$ cat src/rtl/core/ssrs_pkg.sv
// ----------------------------------------------------------------------------
// ssrs_pkg
// Shared types and constants for the serial RAM command sequencer.
// ----------------------------------------------------------------------------
package ssrs_pkg;

	typedef enum logic [6:0] {
		PH_IDLE     = 7'b0000001,
		PH_POLL_CMD = 7'b0000010,
		PH_POLL_RD  = 7'b0000100,
		PH_WREN     = 7'b0001000,
		PH_OPCODE   = 7'b0010000,
		PH_ADDR     = 7'b0100000,
		PH_DATA     = 7'b1000000
	} phase_t;

	localparam logic [7:0] DUMMY_BYTE = 8'hFF;

	// configuration register indexes
	localparam logic [2:0] REG_OPCODE_SET     = 3'd0;
	localparam logic [2:0] REG_BUSY_MASK      = 3'd1;
	localparam logic [2:0] REG_DEVICE_IDS     = 3'd2;
	localparam logic [2:0] REG_DEVICE_OPTIONS = 3'd3;
	localparam logic [2:0] REG_PAGE_SIZE_LOG  = 3'd4;

	localparam logic [31:0] OPCODE_SET_RST     = 32'h0506_0203;
	localparam logic [7:0]  BUSY_MASK_RST      = 8'h01;
	localparam logic [15:0] DEVICE_IDS_RST     = 16'h0100;
	localparam logic [9:0]  DEVICE_OPTIONS_RST = 10'd99;
	localparam logic [4:0]  PAGE_SIZE_LOG_RST  = 5'd5;

	// per-device option bits
	localparam int OPT_PRESENT = 0;
	localparam int OPT_ADDR3   = 1;
	localparam int OPT_POLL    = 2;
	localparam int OPT_WLATCH  = 3;
	localparam int OPT_PSPLIT  = 4;

	// opcode slots inside opcode_set
	localparam logic [1:0] OPC_READ   = 2'd0;
	localparam logic [1:0] OPC_WRITE  = 2'd1;
	localparam logic [1:0] OPC_WREN   = 2'd2;
	localparam logic [1:0] OPC_STATUS = 2'd3;

	localparam logic [4:0] PAGE_LOG_FULL = 5'd24;

	typedef struct packed {
		logic [31:0] opcode_set;
		logic [7:0]  busy_mask;
		logic [15:0] device_ids;
		logic [9:0]  device_options;
		logic [4:0]  page_size_log;
	} cfg_t;

	typedef struct packed {
		logic        req_type;
		logic        write_op;
		logic [7:0]  device_id;
		logic [23:0] mem_address;
		logic [23:0] length;
		logic [7:0]  wr_data;
		logic [7:0]  rx_byte;
	} item_t;

	typedef struct packed {
		logic       tx_valid;
		logic [7:0] tx_byte;
		logic [1:0] chip_select;
		logic       data_taken;
		logic       read_valid;
		logic [7:0] read_byte;
		logic       done_res;
		logic       status;
	} res_t;

endpackage

$ cat src/rtl/core/ssrs_cfg_regs.sv
// ----------------------------------------------------------------------------
// ssrs_cfg_regs
// Configuration register file, written through a plain indexed write port.
// ----------------------------------------------------------------------------
module ssrs_cfg_regs (
	input  logic                clk,
	input  logic                arst_n,
	input  logic                cfg_we,
	input  logic [2:0]          cfg_index,
	input  logic [31:0]         cfg_data,
	output ssrs_pkg::cfg_t      cfg
);

	ssrs_pkg::cfg_t cfg_q;

	always_ff @(posedge clk or negedge arst_n) begin
		if (!arst_n) begin
			cfg_q.opcode_set     <= ssrs_pkg::OPCODE_SET_RST;
			cfg_q.busy_mask      <= ssrs_pkg::BUSY_MASK_RST;
			cfg_q.device_ids     <= ssrs_pkg::DEVICE_IDS_RST;
			cfg_q.device_options <= ssrs_pkg::DEVICE_OPTIONS_RST;
			cfg_q.page_size_log  <= ssrs_pkg::PAGE_SIZE_LOG_RST;
		end else if (cfg_we) begin
			unique case (cfg_index)
				ssrs_pkg::REG_OPCODE_SET:     cfg_q.opcode_set     <= cfg_data;
				ssrs_pkg::REG_BUSY_MASK:      cfg_q.busy_mask      <= cfg_data[7:0];
				ssrs_pkg::REG_DEVICE_IDS:     cfg_q.device_ids     <= cfg_data[15:0];
				ssrs_pkg::REG_DEVICE_OPTIONS: cfg_q.device_options <= cfg_data[9:0];
				ssrs_pkg::REG_PAGE_SIZE_LOG:  cfg_q.page_size_log  <= cfg_data[4:0];
				default: ;
			endcase
		end
	end

	assign cfg = cfg_q;

endmodule

$ cat src/rtl/core/ssrs_seq_core.sv
// ----------------------------------------------------------------------------
// ssrs_seq_core
// Sequencer state and the one-step update that turns an item into a result.
// ----------------------------------------------------------------------------
module ssrs_seq_core (
	input  logic                clk,
	input  logic                arst_n,
	input  logic                step_en,
	input  ssrs_pkg::item_t     item,
	input  ssrs_pkg::cfg_t      cfg,
	output ssrs_pkg::res_t      res
);

	ssrs_pkg::phase_t phase_q, phase_d;
	logic        active_device_q, active_device_d;
	logic        writing_q, writing_d;
	logic [23:0] next_address_q, next_address_d;
	logic [23:0] bytes_left_q, bytes_left_d;
	logic [1:0]  addr_idx_q, addr_idx_d;

	function automatic logic [7:0] opcode_byte(input logic [31:0] set, input logic [1:0] k);
		logic [7:0] b;
		begin
			case (k)
				2'd0:    b = set[7:0];
				2'd1:    b = set[15:8];
				2'd2:    b = set[23:16];
				default: b = set[31:24];
			endcase
			return b;
		end
	endfunction

	function automatic logic [7:0] addr_byte(input logic [23:0] a, input logic [1:0] idx);
		logic [7:0] b;
		begin
			case (idx)
				2'd0:    b = a[7:0];
				2'd1:    b = a[15:8];
				2'd2:    b = a[23:16];
				default: b = 8'h00;
			endcase
			return b;
		end
	endfunction

	// device and direction of the command being opened
	logic        dev_match0, dev_match1, start_dev;
	logic        cmd_dev, cmd_wr;
	logic [4:0]  cmd_opts, act_opts;
	logic [1:0]  cmd_cs, act_cs;
	ssrs_pkg::phase_t sendop_phase, begin_phase;
	logic [7:0]  sendop_byte, begin_byte;
	logic [23:0] page_mask;
	logic [23:0] bl_dec;
	logic [1:0]  idx_dec;

	always_comb begin
		dev_match0 = (item.device_id == cfg.device_ids[7:0]);
		dev_match1 = (item.device_id == cfg.device_ids[15:8]);
		start_dev  = !dev_match0;
		cmd_dev    = item.req_type ? active_device_q : start_dev;
		cmd_wr     = item.req_type ? writing_q : item.write_op;
		cmd_opts   = cmd_dev ? cfg.device_options[9:5] : cfg.device_options[4:0];
		act_opts   = active_device_q ? cfg.device_options[9:5] : cfg.device_options[4:0];
		cmd_cs     = {cmd_dev, !cmd_dev};
		act_cs     = {active_device_q, !active_device_q};

		// write enable first when the device has a write latch
		if (cmd_wr && cmd_opts[ssrs_pkg::OPT_WLATCH]) begin
			sendop_phase = ssrs_pkg::PH_WREN;
			sendop_byte  = opcode_byte(cfg.opcode_set, ssrs_pkg::OPC_WREN);
		end else begin
			sendop_phase = ssrs_pkg::PH_OPCODE;
			sendop_byte  = opcode_byte(cfg.opcode_set,
				cmd_wr ? ssrs_pkg::OPC_WRITE : ssrs_pkg::OPC_READ);
		end
		if (cmd_opts[ssrs_pkg::OPT_POLL]) begin
			begin_phase = ssrs_pkg::PH_POLL_CMD;
			begin_byte  = opcode_byte(cfg.opcode_set, ssrs_pkg::OPC_STATUS);
		end else begin
			begin_phase = sendop_phase;
			begin_byte  = sendop_byte;
		end

		if (cfg.page_size_log >= ssrs_pkg::PAGE_LOG_FULL)
			page_mask = 24'hFF_FFFF;
		else
			page_mask = ~(24'hFF_FFFF << cfg.page_size_log);

		bl_dec  = bytes_left_q - 24'd1;
		idx_dec = addr_idx_q - 2'd1;
	end

	always_comb begin
		phase_d         = phase_q;
		active_device_d = active_device_q;
		writing_d       = writing_q;
		next_address_d  = next_address_q;
		bytes_left_d    = bytes_left_q;
		addr_idx_d      = addr_idx_q;
		res             = '0;

		if (!item.req_type) begin
			if (phase_q != ssrs_pkg::PH_IDLE) begin
				res.chip_select = act_cs;
			end else if (item.length == 24'd0) begin
				res.done_res = 1'b1;
			end else if (!dev_match0 && !dev_match1) begin
				res.done_res = 1'b1;
				res.status   = 1'b1;
			end else begin
				active_device_d = start_dev;
				if (!cmd_opts[ssrs_pkg::OPT_PRESENT]) begin
					res.done_res = 1'b1;
					res.status   = 1'b1;
				end else begin
					writing_d       = item.write_op;
					next_address_d  = item.mem_address;
					bytes_left_d    = item.length;
					addr_idx_d      = 2'd0;
					phase_d         = begin_phase;
					res.tx_valid    = 1'b1;
					res.tx_byte     = begin_byte;
					res.chip_select = cmd_cs;
				end
			end
		end else begin
			unique case (phase_q)
				ssrs_pkg::PH_POLL_CMD: begin
					phase_d         = ssrs_pkg::PH_POLL_RD;
					res.tx_valid    = 1'b1;
					res.tx_byte     = ssrs_pkg::DUMMY_BYTE;
					res.chip_select = act_cs;
				end
				ssrs_pkg::PH_POLL_RD: begin
					res.tx_valid    = 1'b1;
					res.chip_select = act_cs;
					if ((item.rx_byte & cfg.busy_mask) != 8'h00) begin
						phase_d     = ssrs_pkg::PH_POLL_CMD;
						res.tx_byte = opcode_byte(cfg.opcode_set, ssrs_pkg::OPC_STATUS);
					end else begin
						phase_d     = sendop_phase;
						res.tx_byte = sendop_byte;
					end
				end
				ssrs_pkg::PH_WREN: begin
					phase_d         = ssrs_pkg::PH_OPCODE;
					res.tx_valid    = 1'b1;
					res.tx_byte     = opcode_byte(cfg.opcode_set, ssrs_pkg::OPC_WRITE);
					res.chip_select = act_cs;
				end
				ssrs_pkg::PH_OPCODE: begin
					phase_d         = ssrs_pkg::PH_ADDR;
					addr_idx_d      = act_opts[ssrs_pkg::OPT_ADDR3] ? 2'd2 : 2'd1;
					res.tx_valid    = 1'b1;
					res.tx_byte     = addr_byte(next_address_q, addr_idx_d);
					res.chip_select = act_cs;
				end
				ssrs_pkg::PH_ADDR: begin
					res.tx_valid    = 1'b1;
					res.chip_select = act_cs;
					if (addr_idx_q != 2'd0) begin
						addr_idx_d  = idx_dec;
						res.tx_byte = addr_byte(next_address_q, idx_dec);
					end else begin
						phase_d = ssrs_pkg::PH_DATA;
						if (writing_q) begin
							bytes_left_d   = bl_dec;
							next_address_d = next_address_q + 24'd1;
							res.tx_byte    = item.wr_data;
							res.data_taken = 1'b1;
						end else begin
							res.tx_byte = ssrs_pkg::DUMMY_BYTE;
						end
					end
				end
				ssrs_pkg::PH_DATA: begin
					if (!writing_q) begin
						bytes_left_d   = bl_dec;
						res.read_valid = 1'b1;
						res.read_byte  = item.rx_byte;
						if (bl_dec == 24'd0) begin
							phase_d      = ssrs_pkg::PH_IDLE;
							res.done_res = 1'b1;
						end else begin
							res.tx_valid    = 1'b1;
							res.tx_byte     = ssrs_pkg::DUMMY_BYTE;
							res.chip_select = act_cs;
						end
					end else if (bytes_left_q == 24'd0) begin
						phase_d      = ssrs_pkg::PH_IDLE;
						res.done_res = 1'b1;
					end else if (act_opts[ssrs_pkg::OPT_PSPLIT]
							&& (next_address_q & page_mask) == 24'd0) begin
						// page boundary: reopen the command at the next address
						phase_d         = begin_phase;
						res.tx_valid    = 1'b1;
						res.tx_byte     = begin_byte;
						res.chip_select = act_cs;
					end else begin
						bytes_left_d    = bl_dec;
						next_address_d  = next_address_q + 24'd1;
						res.tx_valid    = 1'b1;
						res.tx_byte     = item.wr_data;
						res.chip_select = act_cs;
						res.data_taken  = 1'b1;
					end
				end
				default: begin
					phase_d = ssrs_pkg::PH_IDLE;
				end
			endcase
		end
	end

	always_ff @(posedge clk or negedge arst_n) begin
		if (!arst_n) begin
			phase_q         <= ssrs_pkg::PH_IDLE;
			active_device_q <= 1'b0;
			writing_q       <= 1'b0;
			next_address_q  <= 24'd0;
			bytes_left_q    <= 24'd0;
			addr_idx_q      <= 2'd0;
		end else if (step_en) begin
			phase_q         <= phase_d;
			active_device_q <= active_device_d;
			writing_q       <= writing_d;
			next_address_q  <= next_address_d;
			bytes_left_q    <= bytes_left_d;
			addr_idx_q      <= addr_idx_d;
		end
	end

endmodule

$ cat src/rtl/core/spi_serial_ram_sequencer.sv
// ----------------------------------------------------------------------------
// spi_serial_ram_sequencer
// Command sequencer for up to two SPI serial RAM or EEPROM devices.
// ----------------------------------------------------------------------------
// Input channel (in_valid / in_stall) carries one item per transaction: a
// start request (req_type 0) or the report of one finished link byte
// exchange (req_type 1). Every accepted item produces exactly one result on
// the output channel (out_valid / out_stall): the next byte to send with its
// chip select, a consumed-data flag, a read payload byte, and done/status.
// Items are taken into an input register, the sequencer state is updated in
// one pass, and the result lands in an output register that drives out_valid;
// one item is accepted per cycle while out_stall does not back up the output.
// While out_stall holds the output register full, the input register still
// takes one more item, then in_stall rises until the result is taken.
// Reset clears the sequencer to idle and loads the register defaults.
// Configuration registers are written through cfg_we / cfg_index / cfg_data
// and should only change while no transaction is in flight.
// ----------------------------------------------------------------------------
module spi_serial_ram_sequencer (
	input  logic        clk,
	input  logic        arst_n,
	input  logic        cfg_we,
	input  logic [2:0]  cfg_index,
	input  logic [31:0] cfg_data,
	input  logic        in_valid,
	output logic        in_stall,
	input  logic        req_type,
	input  logic        write_op,
	input  logic [7:0]  device_id,
	input  logic [23:0] mem_address,
	input  logic [23:0] length,
	input  logic [7:0]  wr_data,
	input  logic [7:0]  rx_byte,
	output logic        out_valid,
	input  logic        out_stall,
	output logic        tx_valid,
	output logic [7:0]  tx_byte,
	output logic [1:0]  chip_select,
	output logic        data_taken,
	output logic        read_valid,
	output logic [7:0]  read_byte,
	output logic        done_res,
	output logic        status
);

	ssrs_pkg::cfg_t  cfg;
	ssrs_pkg::item_t item_s1;
	ssrs_pkg::res_t  res, res_q;
	logic            valid_s1;
	logic            out_valid_q;
	logic            advance;
	logic            in_take;

	ssrs_cfg_regs u_cfg (
		.clk       (clk),
		.arst_n    (arst_n),
		.cfg_we    (cfg_we),
		.cfg_index (cfg_index),
		.cfg_data  (cfg_data),
		.cfg       (cfg)
	);

	ssrs_seq_core u_core (
		.clk     (clk),
		.arst_n  (arst_n),
		.step_en (advance),
		.item    (item_s1),
		.cfg     (cfg),
		.res     (res)
	);

	// move the held item forward when the output register is free or draining
	assign advance  = valid_s1 && (!out_valid_q || !out_stall);
	assign in_stall = valid_s1 && !advance;
	assign in_take  = in_valid && !in_stall;

	always_ff @(posedge clk or negedge arst_n) begin
		if (!arst_n) begin
			valid_s1    <= 1'b0;
			out_valid_q <= 1'b0;
		end else begin
			if (in_take)
				valid_s1 <= 1'b1;
			else if (advance)
				valid_s1 <= 1'b0;
			if (advance)
				out_valid_q <= 1'b1;
			else if (!out_stall)
				out_valid_q <= 1'b0;
		end
	end

	always_ff @(posedge clk) begin
		if (in_take) begin
			item_s1.req_type    <= req_type;
			item_s1.write_op    <= write_op;
			item_s1.device_id   <= device_id;
			item_s1.mem_address <= mem_address;
			item_s1.length      <= length;
			item_s1.wr_data     <= wr_data;
			item_s1.rx_byte     <= rx_byte;
		end
		if (advance)
			res_q <= res;
	end

	assign out_valid   = out_valid_q;
	assign tx_valid    = res_q.tx_valid;
	assign tx_byte     = res_q.tx_byte;
	assign chip_select = res_q.chip_select;
	assign data_taken  = res_q.data_taken;
	assign read_valid  = res_q.read_valid;
	assign read_byte   = res_q.read_byte;
	assign done_res    = res_q.done_res;
	assign status      = res_q.status;

endmodule

$ cat config.mk
export PLATFORM = sky130hd
export DESIGN_NAME = spi_serial_ram_sequencer
export DESIGN_NICKNAME = d
export VERILOG_FILES = /design/src/rtl/core/ssrs_pkg.sv /design/src/rtl/core/ssrs_cfg_regs.sv /design/src/rtl/core/ssrs_seq_core.sv /design/src/rtl/core/spi_serial_ram_sequencer.sv
export SDC_FILE = /design/constraint.sdc
export NUM_CORES = 1
export LEC_CHECK = 0
export ABC_AREA = 1
export BUFFER_PORTS_ARGS = -buffer_cell sky130_fd_sc_hd__buf_4
export CAP_MARGIN = 20
export CORE_MARGIN = 3
export CORE_UTILIZATION = 40
export CTS_CLUSTER_SIZE = 12
export DETAILED_ROUTE_END_ITERATION = 12
export HOLD_SLACK_MARGIN = 0.08
export PLACE_DENSITY = 0.62
export REMOVE_ABC_BUFFERS = 1
export SYNTH_ARGS = -nofsm -noshare
export SYNTH_HDL_FRONTEND = slang
export SYNTH_HIERARCHICAL = 1
export SYNTH_SLANG_ARGS = --single-unit
$ cat constraint.sdc
create_clock -name clk -period 4.6 [get_ports clk]
set_input_delay 0.92 -clock clk [delete_from_list [all_inputs] [get_ports clk]]
set_output_delay 0.92 -clock clk [all_outputs]
set_load 0.05 [all_outputs]
# Word-level counts from Yosys, hierarchy flattened

Index checks and enable logic that the tools add are counted.

Add/subtract/negate cells: 3
$mul: 0
Div/mod/pow operators: 0
Magnitude comparators: 1
Equality and inequality tests: 35
Shift-type cells: 1
Mux-type cells: 89
Bitwise logic cells: 8
Reductions and logical operators: 41

Operators with widths:

| cell                  | number |
|---|---|
| $mux 24               | 21 |
| $logic_not 24->1      | 4 |
| $pmux 24 s2           | 2 |
| $pmux 8 s3            | 3 |
| $mux 7                | 10 |
| $mux 11               | 6 |
| $pmux 11 s6           | 1 |
| $pmux 7 s6            | 1 |
| $mux 8                | 5 |
| $add 24x1->24 const B | 1 |
| $and 24x24->24        | 1 |
| $not 24->24           | 1 |
| $shl 24x5->24 const A | 1 |
| $sub 24x1->24 const B | 1 |
| $mux 2                | 11 |
| $mux 5                | 4 |
| $mux 1                | 18 |
| $mux 9                | 2 |
| $eq 8x8->1            | 2 |
| $mux 12               | 1 |
| $reduce_and 2->1      | 6 |
| $reduce_and 11->1     | 1 |
| $mux 10               | 1 |
| $reduce_and 10->1     | 1 |
| 39 further kinds      | 73 |

Bits in registers: 229
Bits in latches: 0
Bits in writable memories: 0
ROM bits: 0
Bits of input ports: 114
Output and inout port bits: 25
Logic and storage cells: 206
Memories kept: 0

# Depth between registers and ports, before layout

Gate-level depths: netlist of run 1.

Word-level depth: 12
Mapped depth: 19
Gate-level depth less buffers: 18

# Cells and area by module

Netlist of run 1, hierarchy kept.

Modules (own cells, without submodules):

| module                   | instances | cells each | area an instance (um2) | seq. area each (um2) |
|---|---|---|---|---|
| ssrs_seq_core            | 1         | 1163       | 6810.3                 | 1477.7 |
| spi_serial_ram_sequencer | 1         | 109        | 3007.9                 | 2962.8 |
| ssrs_cfg_regs            | 1         | 318        | 2860.2                 | 1795.5 |

# Worst setup path after synthesis of run 1

No wires, ideal clock.

Path type: input to register
Start: input port out_stall
End: register u_core.bytes_left_q[11]
Setup time: 0.117 ns
Arrival time: 3.122 ns
Required time: 4.483 ns
Path slack: 1.361 ns
Stages on the path: 7
Buffers on the path: 1
Path through: a21oi_1 -> nand4_4 -> nor2_1 -> nand2_1 -> buf_2 -> nand2_1 -> nand2_1

Word-level cells in the longest chain between the ends: 4

Ends and longest elaborated chain:

| element                     | RTL line                       | RTL |
|---|---|---|
| start: declaration          | spi_serial_ram_sequencer.sv:35 | `input logic out_stall,` |
| $logic_not 1->1             | n/a                            |  |
| $logic_or 1x1->1            | spi_serial_ram_sequencer.sv:73 | `assign advance = valid_s1 && (!out_valid_q \|\| !out_stall);` |
| $logic_and 1x1->1           | spi_serial_ram_sequencer.sv:73 |  |
| $reduce_and 10->1 (no line) | n/a                            |  |
| end signal: assignment      | ssrs_seq_core.sv:230           | `bytes_left_q <= bytes_left_d;` |
| end: declaration            | ssrs_seq_core.sv:18            | `logic [23:0] bytes_left_q, bytes_left_d;` |

Every way passes these cells.
A chain may end at the register's enable or synchronous reset.

# Worst setup path after layout of run 1

Start: register u_core.phase_q[2]
End: register u_core.bytes_left_q[4]

Word-level cells in the longest chain between the ends: 3
Elaborated cells on any way between the ends: 12
Those cells by class: eq/ne: 9; mux: 2; reduce/logical: 1

Ends and longest elaborated chain:

| element                                                | RTL line             | RTL |
|---|---|---|
| start: declaration                                     | ssrs_seq_core.sv:14  | `ssrs_pkg::phase_t phase_q, phase_d;` |
| start signal: assignment                               | ssrs_seq_core.sv:219 | `phase_q <= ssrs_pkg::PH_IDLE;` |
| start signal: assignment                               | ssrs_seq_core.sv:226 | `phase_q <= phase_d;` |
| $eq 7x7->1, or another cell as far along               | ssrs_seq_core.sv:129 | `unique case (phase_q)` |
| $ne 4x4->1 (no line), or another cell as far along     | n/a                  |  |
| $reduce_and 10->1 (no line) or $mux 24 (tied branches) | n/a                  |  |

Several ways; a longest one is shown, not always the timed one.

==> metrics.cfg, run 1 <==
[setup_path]
path_depth = 11
r2r_start = u_core/phase_q[2]
cp_num_buf_inv = 1
worst_path_max_delay_cell = nor4_4
cp_common_cell = nand2_1
critPathLaunchType = register
crit_family = simple AND/OR/NAND/NOR gates
cp_max_fo = 24
path_cells = nor2_2 > nand2_1 > nor4_4 > inv_2 > nor2_1 > nand2_1 > nand4_4 > nor2_1 > nand2_1 > nand2_1 > nand2_1
required_ps = 5080
critPathKind = register to register
crit_arrival_ps = 3520
reg2reg_slack_ps = 1550
end_kind = register
r2r_cells = 11
slowest_delay_ps = 690
r2r_end = u_core/bytes_left_q[4]

[power]
seq_power_share = 0.389
switching_share = 0.379
leakage_nw = 7.12
fin_total_pwr_mw = 7.70
powerDensity_nw_per_um2 = 515
intPower_mw = 4.78
p_comb_frac = 0.325
vdd_drop_max_v = 0.000330
power_switching_mw = 2.92
clkPwrFrac = 0.286

[clock_network]
postCtsSetupBuffers = 0
cts.sinks = 229
clk_path_buf_depth = 3
cts-buffers-inserted = 27
cts_tree = built
cts-root-buf = clkbuf_16
cts.repair.resized = 0
insertion_delay_ps = 540
clk_pin_slew_ps = 60
htree_levels = 1
cts_hold_buf = 0

[floorplanning]
io_pins = 139
core_region_area_um2 = 30900
die_h_um = 184
dieWidth_um = 184
start_util = 0.410
die_area_um2 = 33900
row_count = 64

[synthesis]
ys_seq_area_frac = 0.492
yosysWarnings = 6
ys_seq_elements = 229
synthFlopType = dfrtp_1
synthArstFlopShare = 0.576
synth_area_um2 = 12700
syn_avg_cell_area_um2 = 7.97
syn_inst = 1590
synth_cell_type_count = 54
synth_edf_count = 97

[timing]
period_minus_slack_ps = 3050
maxSlewViolCount = 0
rsz0062_at_grt = no
max_freq_ghz = 0.328
slew_headroom = 0.327
finalCritPeriodShare = 0.663
setup_tns_ps = 0
final-hold-violation-count = 0
skew_ps = 9.80
worstMarginPinSlew_ps = 1010
setup_viol = 0

[final_layout]
diodes = 0
drive_above_1_share = 0.164
nets = 1835
final_util = 0.484
syn_to_final_growth_pct = 17.9

[grt]
grt_pass1_vias = 10400
grt_overflow = 0
grt_first_pass_wirelength_um = 56200
antenna_found_initial = 0
grt_start_max_net_pins = 85
grt_usage = 0.205

[job]
cap_viol_max_count = 0

[routing]
drt-total-wl_um = 35300
num_vias = 11000
via_per_inst = 5.17
wl_per_cell_um = 16.6
ant_nets = 0
first_iter_violations = 947
route.detailed.drc = 0
drtPass1Iterations = 5

[min_path]
hp-class = input port to async pin

[place]
globalplace.congestion = 0.924
dp_hpwl_um = 25300
portBuffers = 138

[outcome]
status = completed

placed cells by master (no fill, tap or decap), types with 28 or more instances in the layout:
| cell | instances |
|---|---|
| a21oi_1 | 39 |
| buf_4 | 147 |
| clkbuf_16 | 28 |
| dfrtp_1 | 116 |
| edfxtp_1 | 97 |
| inv_1 | 139 |
| nand2_1 | 562 |
| nand3_1 | 155 |
| nor2_1 | 123 |
| o21ai_0 | 59 |
power groups by stage:
stage / Combinational (mW) / Clock [mW] / Sequential (mW)
3_5_place_dp: 2.46 / 0 / 3.03
2_1_floorplan: 1.72 / 0 / 2.98
6_report: 2.50 / 2.20 / 3.00
5_1_grt: 2.84 / 2.35 / 3.06
3_3_place_gp: 2.44 / 0 / 3.02
4_1_cts: 2.48 / 2.26 / 2.99
state kept, by name, indices dropped and copies added, names as in the netlist, 2 cells and up:
name,cells
chip_select,2
u_core/next_address_q,24
u_core/bytes_left_q,24
item_s1,74
u_core/addr_idx_q,2
read_byte,8
tx_byte,8
u_cfg/cfg,71
u_core/phase_q,7
per-layer routing:
metal / routed length [µm] / global-route usage / vias up
met1: 16200 / 0.301 / 5172
met2: 16100 / 0.323 / 352
met3: 2290 / 0.0293 / 48
met5: 0 / 0 / -
met4: 765 / 0.0475 / 0
li1: - / - / 5441
cell families (layout without fill, tap and decap cells):
kind of cell    count (synthesis)  after routing  synth area share
xor+xnor                       34             34            0.0235
buf+inv                       209            353            0.0701
compound gates                178            178            0.0858
mux                             4              4           0.00326
simple gates                  928            928             0.318
flops                         229            229             0.492
fa+ha+maj                       8              8           0.00790
cell type report:
cell class	instances	area, µm²
Fill cell	3065	16000
Sequential cell	229	6240
Multi-Input combinational cell	1152	5570
Timing Repair Buffer	149	1150
Clock buffer	40	796
Inverter	154	579
Tap cell	396	495
Clock inverter	10	128
synth_stat cells, types with 3 or more instances:
| cell | count | share of area |
|---|---|---|
| nand2_1 | 562 | 0.17 |
| nand3_1 | 155 | 0.061 |
| inv_1 | 141 | 0.042 |
| nor2_1 | 124 | 0.037 |
| dfrtp_1 | 116 | 0.23 |
| edfxtp_1 | 97 | 0.23 |
| o21ai_0 | 59 | 0.023 |
| a21oi_1 | 40 | 0.016 |
| xor2_1 | 23 | 0.016 |
| buf_2 | 20 | 0.0079 |
| nand4_1 | 20 | 0.0099 |
| clkbuf_1 | 19 | 0.0056 |
| a21oi_2 | 17 | 0.012 |
| dfstp_2 | 16 | 0.033 |
| o21ai_1 | 16 | 0.0063 |
| nor2_2 | 11 | 0.0054 |
| o211ai_1 | 11 | 0.0065 |
| or2_2 | 11 | 0.0054 |
| xnor2_1 | 11 | 0.0076 |
| o2111ai_1 | 10 | 0.0069 |
| nand2_2 | 9 | 0.0044 |
| clkinv_1 | 8 | 0.0024 |
| ha_1 | 8 | 0.0079 |
| a31oi_1 | 7 | 0.0035 |
| buf_4 | 6 | 0.0036 |
| buf_6 | 6 | 0.0053 |
| nor3_1 | 6 | 0.0024 |
| inv_2 | 5 | 0.0015 |
| o221ai_1 | 5 | 0.0035 |
| nor2_4 | 4 | 0.0036 |
| nor3_2 | 4 | 0.0032 |
| nor4_1 | 4 | 0.0020 |
| a22o_1 | 3 | 0.0021 |
| buf_1 | 3 | 0.00089 |
| mux2i_1 | 3 | 0.0024 |
| nand3b_1 | 3 | 0.0018 |
| or2_1 | 3 | 0.0015 |
metrics by stage:
step / cells / hold WS [ps] / worst slack (ps) / instance area, µm²
CTS: 2129 / 425 / 1610 / 14900
detailed placement: 2079 / 453 / 1630 / 14000
floorplan: 1535 / 437 / 322 / 12400
finish: 2130 / 409 / 1550 / 15000
global placement: 2079 / 449 / 1690 / 14000
global route: 2130 / 458 / 1230 / 15000
how the worst max path moves through the flow:
stage,start,to
3_5_place_dp,u_core/phase_q[2],u_core/bytes_left_q[13]
3_3_place_gp,item_s1[73],u_core/bytes_left_q[1]
6_report,u_core/phase_q[2],u_core/bytes_left_q[4]
2_1_floorplan,item_s1[73],u_core/next_address_q[18]
4_1_cts,u_core/phase_q[2],u_core/bytes_left_q[13]
5_1_grt,u_core/phase_q[2],u_core/bytes_left_q[17]
(Power assumes the default switching activity.)
==> inputs of run 2 (changes only) <==
==> constraint.sdc (replaced) <==
create_clock -name clk -period 2.85 [get_ports clk]
set_input_delay 0.57 -clock clk [delete_from_list [all_inputs] [get_ports clk]]
set_output_delay 0.57 -clock clk [all_outputs]
set_load 0.05 [all_outputs]
==> metrics.cfg, run 2 (synthesized netlist as in run 1, its figures left out) <==
[timing]
period_minus_slack_ps = 2640
max_freq_ghz = 0.379
final-hold-violation-count = 0
skew_ps = 21.6
finalCritPeriodShare = 0.925
worstMarginPinSlew_ps = 541
slew_headroom = 0.636
rsz0062_at_grt = no
setup_viol = 0
hold-worst-slack_ps = 187
maxSlewViolCount = 0

[power]
leakage_nw = 7.22
powerDensity_nw_per_um2 = 830
vdd_drop_max_v = 0.000510
switching_share = 0.387
p_comb_frac = 0.338
power_switching_mw = 4.87
seq_power_share = 0.385
fin_total_pwr_mw = 12.6
intPower_mw = 7.71
clkPwrFrac = 0.278

[grt]
grt_usage = 0.211
grt_overflow = 0
grt_pass1_vias = 10600
grt_start_max_net_pins = 75
grt_first_pass_wirelength_um = 57600
antenna_found_initial = 0

[floorplanning]
row_count = 64
die_area_um2 = 33900
io_pins = 139
core_region_area_um2 = 30900
start_util = 0.410
die_h_um = 184
dieWidth_um = 184

[setup_path]
required_ps = 3140
crit_arrival_ps = 2930
critPathKind = register to register
critPathLaunchType = register
end_kind = register
cp_max_fo = 7

[job]
cap_viol_max_count = 0

[final_layout]
largest_reg_flops = 74
final_cell_mix = 561 x nand2_1, 166 x buf_4, 155 x nand3_1
nets = 1858
syn_to_final_growth_pct = 19.5
fillerInstances = 3080
diodes = 0
layout_commonest_cell = nand2_1
drive_above_1_share = 0.176
final-instance-count-excl-fill = 2153
largest-register = item_s1

[clock_network]
cts-root-buf = clkbuf_16
cts_tree = built
insertion_delay_ps = 560
htree_levels = 1
clk_pin_slew_ps = 60
clk_path_buf_depth = 3
cts.sinks = 229
cts-buffers-inserted = 27

[min_path]
hp-class = input port to register

[routing]
wl_per_cell_um = 16.8
via_per_inst = 5.18
drtPass1Iterations = 6
ant_nets = 0
route.detailed.drc = 0
num_vias = 11200
drt-total-wl_um = 36300
first_iter_violations = 1005

[outcome]
status = completed

[place]
globalplace.congestion = 0.900
dp_hpwl_um = 26600
portBuffers = 138
placed_cells = 2101

[run 2: changes by cell type in the layout (fill, tap and decap cells not counted), moves of 2 or more]
cell / before / now
buf_12: 1 / 5
buf_4: 147 / 166
clkinv_2: 6 / 4
clkinvlp_4: 0 / 3
clkbuf_8: 5 / 3
[run 2: per-stage QoR]
stage / area, µm² / util / TNS (ps) / setup slack, ps
global placement: 14200 / 0.460 / 0 / 254
global route: 15100 / 0.490 / 0 / 21.4
detailed placement: 14200 / 0.460 / 0 / 190
finish: 15100 / 0.490 / 0 / 213
floorplan: 12400 / - / -94540 / -1430
CTS: 15100 / 0.489 / 0 / 173
[run 2: cell type report]
class | instances | area (µm²) | share of cell area
Sequential cell | 229 | 6240 | 0.412
Multi-Input combinational cell | 1152 | 5580 | 0.368
Timing Repair Buffer | 172 | 1360 | 0.0895
Clock buffer | 39 | 772 | 0.0510
Inverter | 154 | 579 | 0.0382
Tap cell | 396 | 495 | 0.0327
Clock inverter | 11 | 130 | 0.00859
[run 2: final timing paths]
| check | from | endpoint | slack, ps | cells past startpoint |
|---|---|---|---|---|
| setup / recovery | u_core/bytes_left_q[0] | chip_select[0] | 210 | 17 |
| hold / removal | rx_byte[3] | item_s1[3] | 190 | 1 |
| setup reg to reg | u_core/bytes_left_q[0] | chip_select[0] | 210 | 17 |
| hold reg to reg | u_cfg/cfg[39] | u_cfg/cfg[39] | 470 | 2 |
| max in group asynchronous | arst_n | u_core/phase_q[0] | 1570 | 3 |
| min in group asynchronous | arst_n | u_core/next_address_q[20] | 540 | 2 |
[run 2: what timing repair did]
action,4_1_cts,5_1_grt
hold buffers,1,0
setup endpoints to repair,0,15
hold endpoints to repair,31,0
resized for setup,0,4
setup buffers,0,1
[run 2: critical path, cell delays in order, from the launching register on]
cell     delay (ps)
dfrtp_1         370
inv_1           110
ha_1            240
buf_4           180
inv_1            60
nor2_1           50
nand2_1          80
nand2_1          60
nor2_1          110
nand2_1         100
nor2_1          110
nand3_1         100
nor2_1          150
nand3_1         170
a21oi_1         220
nand2_1         120
nand3_1         100
nand2_1          60
[run 2: routing by layer]
metal	GRT usage	part of all wire
met2	0.334	0.46
met5	0	0
met3	0.0344	0.065
met4	0.0517	0.024
met1	0.305	0.45
[run 2: power by group through the flow]
stage / registers (mW) / clock network [mW] / logic, mW
after floorplan: 4.81 / 0 / 2.77
after global placement: 4.88 / 0 / 4.10
after detailed placement: 4.87 / 0 / 4.15
after CTS: 4.82 / 3.58 / 4.17
after global routing: 4.92 / 3.73 / 4.80
final: 4.84 / 3.50 / 4.24
